File: src/sv/sks_pkg.sv
// shared types, request codes and helpers for the sorted table key search
`default_nettype none

package sks_pkg;

   localparam int unsigned SKS_TABLE_DEPTH = 1024;
   localparam int unsigned IDX_W           = 10;
   localparam int unsigned KEY_W           = 32;
   localparam int unsigned KIND_W          = 3;

   // request codes
   localparam logic [KIND_W-1:0] KIND_WRITE      = 3'd0;
   localparam logic [KIND_W-1:0] KIND_EXACT      = 3'd1;
   localparam logic [KIND_W-1:0] KIND_FIRST      = 3'd2;
   localparam logic [KIND_W-1:0] KIND_LAST       = 3'd3;
   localparam logic [KIND_W-1:0] KIND_FIRST_NEAR = 3'd4;
   localparam logic [KIND_W-1:0] KIND_LAST_NEAR  = 3'd5;

   typedef struct packed {
      logic [KIND_W-1:0]       req_type;
      logic [IDX_W-1:0]        entry_index;
      logic signed [KEY_W-1:0] key;
      logic [IDX_W-1:0]        low_index;
      logic [IDX_W-1:0]        high_index;
   } req_word_type;

   typedef struct packed {
      logic             found;
      logic [IDX_W-1:0] result_index;
   } rsp_word_type;

   // table access from the sequencer
   typedef struct packed {
      logic             wr_en;
      logic             rd_en;
      logic [IDX_W-1:0] addr;
      logic [KEY_W-1:0] wdata;
   } mem_req_type;

   // finished search handed to the output stage
   typedef struct packed {
      logic             valid;
      logic             found;
      logic [IDX_W-1:0] index;
   } result_type;

   // absolute distance between two keys, without overflow
   function automatic logic [KEY_W:0] abs_gap(logic signed [KEY_W-1:0] a,
                                              logic signed [KEY_W-1:0] b);
      logic signed [KEY_W:0] d;
      d = (KEY_W+1)'(a) - (KEY_W+1)'(b);
      return (d < 0) ? (KEY_W+1)'(-d) : (KEY_W+1)'(d);
   endfunction

endpackage

`default_nettype wire

File: src/sv/sks_seq.sv
// search sequencer: binary search probes, final checks and nearest pick
`default_nettype none

module sks_seq import sks_pkg::*; #(
   parameter int unsigned TABLE_DEPTH = SKS_TABLE_DEPTH
) (
   input  wire logic         clock,
   input  wire logic         reset,
   input  wire logic         req_valid,
   input  wire req_word_type req_word,
   output logic              req_stall,
   output mem_req_type       mem,
   input  wire logic [KEY_W-1:0] rd_data,
   output result_type        res,
   input  wire logic         res_take
);

   localparam int unsigned LastInt = (TABLE_DEPTH - 1 < 1023) ? TABLE_DEPTH - 1 : 1023;
   localparam logic [IDX_W-1:0] LastIdx = IDX_W'(LastInt);

   typedef enum logic [3:0] {
      S_IDLE, S_PROBE, S_EVAL, S_CHK_A, S_CHK_B, S_CHK_C,
      S_NEAR_A, S_NEAR_B, S_NEAR_C, S_NEAR_D, S_DONE
   } state_type;

   state_type               state_ff;
   logic [KIND_W-1:0]       kind_ff;
   logic signed [KEY_W-1:0] key_ff;
   logic [IDX_W-1:0]        m_ff, n_ff, mid_ff;
   logic [IDX_W:0]          lo_ff, hi_ff;
   logic signed [KEY_W-1:0] prev_ff, cur_ff;
   logic [KEY_W:0]          gap_a_ff, gap_b_ff;
   logic                    res_found_ff;
   logic [IDX_W-1:0]        res_index_ff;

   logic [IDX_W:0]          mid_w;
   logic                    loop_go;
   logic                    is_first;
   logic                    near_simple;
   logic [IDX_W-1:0]        near_addr;
   logic signed [KEY_W-1:0] rd_key;
   logic [IDX_W-1:0]        n_sat;
   logic                    is_near_kind;

   assign rd_key       = signed'(rd_data);
   assign mid_w        = lo_ff + ((hi_ff - lo_ff) >> 1);
   assign is_first     = (kind_ff == KIND_FIRST);
   assign is_near_kind = (kind_ff == KIND_FIRST_NEAR) || (kind_ff == KIND_LAST_NEAR);
   assign near_simple  = (lo_ff > {1'b0, n_ff}) || (lo_ff == {1'b0, m_ff});
   assign n_sat        = (req_word.high_index > LastIdx) ? LastIdx : req_word.high_index;
   assign req_stall    = (state_ff != S_IDLE);

   always_comb begin
      if (kind_ff == KIND_EXACT) begin
         loop_go = 1'b1;
      end else if (is_near_kind) begin
         loop_go = (lo_ff < hi_ff);
      end else begin
         loop_go = ((hi_ff - lo_ff) > (IDX_W+1)'(1));
      end
   end

   always_comb begin
      if (lo_ff > {1'b0, n_ff}) begin
         near_addr = n_ff;
      end else if (lo_ff == {1'b0, m_ff}) begin
         near_addr = m_ff;
      end else begin
         near_addr = lo_ff[IDX_W-1:0] - IDX_W'(1);
      end
   end

   // table port
   always_comb begin
      mem = '0;
      unique case (state_ff)
         S_IDLE: begin
            if (req_valid && req_word.req_type == KIND_WRITE &&
                req_word.entry_index <= LastIdx) begin
               mem.wr_en = 1'b1;
               mem.addr  = req_word.entry_index;
               mem.wdata = req_word.key;
            end
         end
         S_PROBE: begin
            mem.rd_en = loop_go;
            mem.addr  = mid_w[IDX_W-1:0];
         end
         S_CHK_A: begin
            mem.rd_en = 1'b1;
            mem.addr  = is_first ? lo_ff[IDX_W-1:0] : hi_ff[IDX_W-1:0];
         end
         S_CHK_B: begin
            mem.rd_en = 1'b1;
            mem.addr  = is_first ? hi_ff[IDX_W-1:0] : lo_ff[IDX_W-1:0];
         end
         S_NEAR_A: begin
            mem.rd_en = 1'b1;
            mem.addr  = near_addr;
         end
         S_NEAR_B: begin
            mem.rd_en = !near_simple;
            mem.addr  = lo_ff[IDX_W-1:0];
         end
         default: begin
         end
      endcase
   end

   assign res.valid = (state_ff == S_DONE);
   assign res.found = res_found_ff;
   assign res.index = res_index_ff;

   always_ff @(posedge clock) begin
      if (reset) begin
         state_ff     <= S_IDLE;
         res_found_ff <= 1'b0;
         res_index_ff <= '0;
      end else begin
         unique case (state_ff)
            S_IDLE: begin
               if (req_valid && req_word.req_type != KIND_WRITE &&
                   req_word.req_type <= KIND_LAST_NEAR) begin
                  kind_ff <= req_word.req_type;
                  key_ff  <= req_word.key;
                  m_ff    <= req_word.low_index;
                  n_ff    <= n_sat;
                  lo_ff   <= {1'b0, req_word.low_index};
                  if (req_word.req_type == KIND_FIRST_NEAR ||
                      req_word.req_type == KIND_LAST_NEAR) begin
                     hi_ff <= {1'b0, n_sat} + (IDX_W+1)'(1);
                  end else begin
                     hi_ff <= {1'b0, n_sat};
                  end
                  if (req_word.low_index > n_sat) begin
                     // empty range
                     res_found_ff <= 1'b0;
                     res_index_ff <= '0;
                     state_ff     <= S_DONE;
                  end else begin
                     state_ff <= S_PROBE;
                  end
               end
            end
            S_PROBE: begin
               mid_ff <= mid_w[IDX_W-1:0];
               if (loop_go) begin
                  state_ff <= S_EVAL;
               end else if (is_near_kind) begin
                  state_ff <= S_NEAR_A;
               end else begin
                  state_ff <= S_CHK_A;
               end
            end
            S_EVAL: begin
               state_ff <= S_PROBE;
               priority if (kind_ff == KIND_EXACT) begin
                  if (rd_key == key_ff) begin
                     res_found_ff <= 1'b1;
                     res_index_ff <= mid_ff;
                     state_ff     <= S_DONE;
                  end else if (rd_key < key_ff) begin
                     if ({1'b0, mid_ff} == hi_ff) begin
                        res_found_ff <= 1'b0;
                        res_index_ff <= '0;
                        state_ff     <= S_DONE;
                     end else begin
                        lo_ff <= {1'b0, mid_ff} + (IDX_W+1)'(1);
                     end
                  end else begin
                     if ({1'b0, mid_ff} == lo_ff) begin
                        res_found_ff <= 1'b0;
                        res_index_ff <= '0;
                        state_ff     <= S_DONE;
                     end else begin
                        hi_ff <= {1'b0, mid_ff} - (IDX_W+1)'(1);
                     end
                  end
               end else if (kind_ff == KIND_FIRST) begin
                  if (rd_key < key_ff) begin
                     lo_ff <= {1'b0, mid_ff};
                  end else begin
                     hi_ff <= {1'b0, mid_ff};
                  end
               end else if (kind_ff == KIND_LAST) begin
                  if (rd_key > key_ff) begin
                     hi_ff <= {1'b0, mid_ff};
                  end else begin
                     lo_ff <= {1'b0, mid_ff};
                  end
               end else begin
                  // lower bound search for the nearest pass
                  if (rd_key < key_ff) begin
                     lo_ff <= {1'b0, mid_ff} + (IDX_W+1)'(1);
                  end else begin
                     hi_ff <= {1'b0, mid_ff};
                  end
               end
            end
            S_CHK_A: begin
               state_ff <= S_CHK_B;
            end
            S_CHK_B: begin
               if (rd_key == key_ff) begin
                  res_found_ff <= 1'b1;
                  res_index_ff <= is_first ? lo_ff[IDX_W-1:0] : hi_ff[IDX_W-1:0];
                  state_ff     <= S_DONE;
               end else begin
                  state_ff <= S_CHK_C;
               end
            end
            S_CHK_C: begin
               res_found_ff <= (rd_key == key_ff);
               if (rd_key == key_ff) begin
                  res_index_ff <= is_first ? hi_ff[IDX_W-1:0] : lo_ff[IDX_W-1:0];
               end else begin
                  res_index_ff <= '0;
               end
               state_ff <= S_DONE;
            end
            S_NEAR_A: begin
               state_ff <= S_NEAR_B;
            end
            S_NEAR_B: begin
               if (near_simple) begin
                  // nearest key known, rerun as an occurrence search
                  key_ff   <= rd_key;
                  lo_ff    <= {1'b0, m_ff};
                  hi_ff    <= {1'b0, n_ff};
                  kind_ff  <= (kind_ff == KIND_FIRST_NEAR) ? KIND_FIRST : KIND_LAST;
                  state_ff <= S_PROBE;
               end else begin
                  prev_ff  <= rd_key;
                  gap_a_ff <= abs_gap(rd_key, key_ff);
                  state_ff <= S_NEAR_C;
               end
            end
            S_NEAR_C: begin
               cur_ff   <= rd_key;
               gap_b_ff <= abs_gap(rd_key, key_ff);
               state_ff <= S_NEAR_D;
            end
            S_NEAR_D: begin
               // a tie goes to the larger key
               key_ff   <= (gap_a_ff < gap_b_ff) ? prev_ff : cur_ff;
               lo_ff    <= {1'b0, m_ff};
               hi_ff    <= {1'b0, n_ff};
               kind_ff  <= (kind_ff == KIND_FIRST_NEAR) ? KIND_FIRST : KIND_LAST;
               state_ff <= S_PROBE;
            end
            S_DONE: begin
               if (res_take) begin
                  state_ff <= S_IDLE;
               end
            end
            default: begin
               state_ff <= S_IDLE;
            end
         endcase
      end
   end

   a_no_rw_overlap: assert property (@(posedge clock) disable iff (reset)
      !(mem.wr_en && mem.rd_en))
      else $error("table read and write in the same cycle");

   a_read_in_range: assert property (@(posedge clock) disable iff (reset)
      mem.rd_en |-> (mem.addr >= m_ff && mem.addr <= n_ff))
      else $error("table read outside the search range");

   a_miss_index_zero: assert property (@(posedge clock) disable iff (reset)
      res.valid && !res.found |-> res.index == '0)
      else $error("miss reported with a nonzero index");

   a_result_held: assert property (@(posedge clock) disable iff (reset)
      res.valid && !res_take |=> res.valid && $stable(res.index) && $stable(res.found))
      else $error("pending result dropped or changed");

endmodule

`default_nettype wire
File: config.mk
export PLATFORM = sky130hd
export DESIGN_NAME = sks_seq
export DESIGN_NICKNAME = d
export VERILOG_FILES = /design/src/sv/sks_pkg.sv /design/src/sv/sks_seq.sv
export SDC_FILE = /design/constraint.sdc
export NUM_CORES = 1
export LEC_CHECK = 0
export BUFFER_PORTS_ARGS = -buffer_cell sky130_fd_sc_hd__buf_2
export CAP_MARGIN = 30
export CORE_ASPECT_RATIO = 0.9
export CORE_MARGIN = 4
export CORE_UTILIZATION = 49
export CTS_CLUSTER_DIAMETER = 150
export DETAILED_ROUTE_END_ITERATION = 7
export HOLD_SLACK_MARGIN = 0.08
export MAX_ROUTING_LAYER = met4
export PLACE_DENSITY = 0.68
export SYNTH_ARGS = -nofsm -noshare
export SYNTH_HDL_FRONTEND = slang
export SYNTH_SLANG_ARGS = --single-unit
File: constraint.sdc
create_clock -name clock -period 6.68 [get_ports clock]
set_input_delay 0.668 -clock clock [delete_from_list [all_inputs] [get_ports clock]]
set_output_delay 0.668 -clock clock [all_outputs]
set_load 0.02 [all_outputs]
==> run_results.csv <==
group,metric,value,unit
power,leakagePower,0.007608,uW
worst_setup_path,path_class,"flip-flop to primary output",
synth,synth_area_leader_cell,"edfxtp_1",
synth,ys_ff_latch,232,
synth,synth_fp_nets,1857,
run,maxCapViolCount,0,
clocking,cts_tree,"done",
worst_setup_path,max_stage_delay,740,ps
synth,yosysSeqAreaShare,0.4252,
sta,rsz0062_at_grt,"false",
sta,min_period,5269,ps
placed_design,place.gp.congestion,0.9510,
placed_design,detailed_place_hpwl,36020,um
sta,skew,26.15,ps
sta,finalWorstSetupSlack,1411,ps
placed_design,portBuffers,157,
synth,synth.top_cells.by_count,"217 x edfxtp_1, 129 x inv_1, 109 x ha_1, 108 x a21oi_1, 106 x nor2_1",
finish,fin_nets,1967,
worst_setup_path,crit_family,"compound AO/OA/AOI/OAI gates",
clocking,cts_buffer_depth,3,
worst_setup_path,start_kind,"flip-flop",
sta,tightest_slew,1089,ps
grt,grt_max_degree,39,
power,power.total,7526,uW
sta,hold_violations,0,
clocking,clkLatencyLatePin,550,ps
sta,slew_viol_final,0,
finish,syn2layout_area_growth,12.38,%
finish,nFillCells,2896,
synth,synthFlopType,"edfxtp_1",
sta,fin_crit_sh,0.7888,
floorplanning,die-area,0.03568,mm2
route,drcViolationCount,0,
route,drt-pass1-iter-count,7,
synth,ys_warn_count,0,
clocking,hold_buffers,0,
power,power_density,417.7,mW/mm2
synth,syn_inst,1644,
grt,grtUsageTotal,0.2650,
worst_setup_path,cp_max_fo,12,
synth,synth_area,0.01603,mm2
worst_setup_path,cp_slowest_cell,"edfxtp_1",
synth,synth_edf_count,217,
synth,synth_most_common_cell,"edfxtp_1",
placed_design,dp_slack,2062,ps
worst_setup_path,critPathRequiredTime,6010,ps
synth,synth_top_area_frac,0.4065,
synth,synth.avg_cell_area,9.752,um2
route,vias,13388,
sta,finalSetupViolCount,0,
grt,grt_pass1_vias,12466,
clocking,ctsResizeCount,0,
floorplanning,die_x,198.7,um
route,wire_per_inst,21.79,um
floorplanning,start_util,0.4992,
finish,drive_above_1_share,0.1336,
clocking,htree_levels,1,
min_path,min_path_type,"input port to flip-flop",
floorplanning,rows,62,
synth,synth_area_leaders,"edfxtp_1 41%, ha_1 8.5%, mux2i_1 3.8%",
outcome,status,"complete, no violations",
synth,ys_async_sr_fraction,0,
route,drt-total-wl,47740,um
floorplanning,core_area,0.03212,mm2
clocking,cts_setup_buffers,0,
clocking,clk_pin_slew_worst_paths,60,ps
route,via_per_inst,6.110,
worst_setup_path,path_buf_inv,2,
floorplanning,top_level_ports,158,
grt,grt_overflow,0,
sta,slew_headroom,0.2671,
clocking,cts_sinks,232,
sta,whs,326.4,ps
floorplanning,dieHeight,179.6,um
synth,synth_cell_types,77,
route,drtIter0Drc,1495,
sta,fmax,189.8,MHz
grt,grt_pass1_wl,72610,um
power,peakVddDrop,239.3,uV
sta,tns,0,ps
grt,antenna_found_initial,1,
route,ant_nets,0,
clocking,cts_inserted_buffers,26,
worst_setup_path,crit_chain,"inv_1, ha_1, nor2b_1, o21ai_0, a21boi_0, o21ai_0, a21oi_1, xor2_1, ha_1, a21oi_1, o21ai_0, a21o_1, a21oi_1, xnor2_1, xnor2_1, a21o_1, buf_2",
worst_setup_path,worstPathArrival,4600,ps
worst_setup_path,setup.worst_path.end_class,"primary output",
clocking,cts-root-buf,"clkbuf_16",
[final timing paths]
path / startpoint / endpoint / slack, ps / cells past startpoint
setup / recovery: lo_ff[1] / mem[41] / 1410 / 17
hold / removal: req_word[3] / n_ff[3] / 330 / 1
setup reg to reg: lo_ff[8] / gap_a_ff[12] / 2200 / 11
hold reg to reg: res_index_ff[7] / res_index_ff[7] / 500 / 2
[metrics by stage]
stage	utilization	instance area, um2	instances
2_1_floorplan	-	16030	1644
3_3_place_gp	0.5345	17170	2140
3_5_place_dp	0.5354	17190	2142
4_1_cts	0.5609	18010	2190
5_1_grt	0.5610	18020	2191
6_report	0.5610	18020	2191
[layout make-up]
| type | instances | area, um2 | area share |
|---|---|---|---|
| antenna | 1 | 2.502 | 0.0001389 |
| clock buffer | 33 | 676.9 | 0.03757 |
| clock inverter | 15 | 142.6 | 0.007917 |
| inverter | 129 | 484.2 | 0.02688 |
| multi-input combinational | 1188 | 8424 | 0.4676 |
| sequential | 232 | 6817 | 0.3784 |
| tap | 416 | 520.5 | 0.02889 |
| timing repair buffer | 177 | 948.4 | 0.05264 |
[cell families after synthesis]
logic type / share of synthesized area
muxes: 0.03879
and+or+nand+nor: 0.1384
AOI/OAI and AO/OA: 0.1912
adders and majority gates: 0.08882
buffers and inverters: 0.05315
DFF: 0.4252
xor gates and xnor gates: 0.06447
[flip-flops by register name, indices dropped and copies added, names as in the netlist, 11 cells and up]
register  flops
gap_a_ff     33
gap_b_ff     33
cur_ff       32
key_ff       32
prev_ff      32
hi_ff        11
lo_ff        11
[placed cells by master, fill, tap and decap left out, types with 6 or more instances in the layout]
cell	netlist	routed
and2_1	48	48
dfxtp_1	15	15
mux2i_1	61	61
or3_1	6	6
nor2_1	106	103
buf_4	1	19
inv_1	129	129
ha_1	109	109
nor4_1	24	23
nand3_1	33	33
a21o_1	42	42
buf_2	6	157
nand4_1	27	27
o21a_1	13	13
edfxtp_1	217	217
nor3_1	31	31
o22ai_1	15	15
nand2b_1	13	13
nand2_1	87	87
a22oi_1	45	45
o211ai_1	19	19
a211oi_1	26	26
o21ai_0	97	97
a222oi_1	9	9
clkbuf_16	0	26
o211a_1	7	7
nor2b_1	20	20
xnor2_1	60	60
a31oi_1	11	10
xor2_1	58	58
a21oi_1	108	106
and3_1	14	14
o21bai_1	7	7
clkbuf_1	86	7
[where the power goes]
part           switching, uW  internal [uW]
combinational           2350           1380
clock                    600            797
sequential               328           2070
total                   3280           4240
[routing by layer]
layer,track usage,wire (um),up-vias
li1,-,-,6302
met1,0.4271,23430,6418
met2,0.3390,18640,609
met3,0.06009,4837,59
met4,0.04814,833,0
met5,-,0,-
No activity file was read; power rests on OpenSTA's default activity.
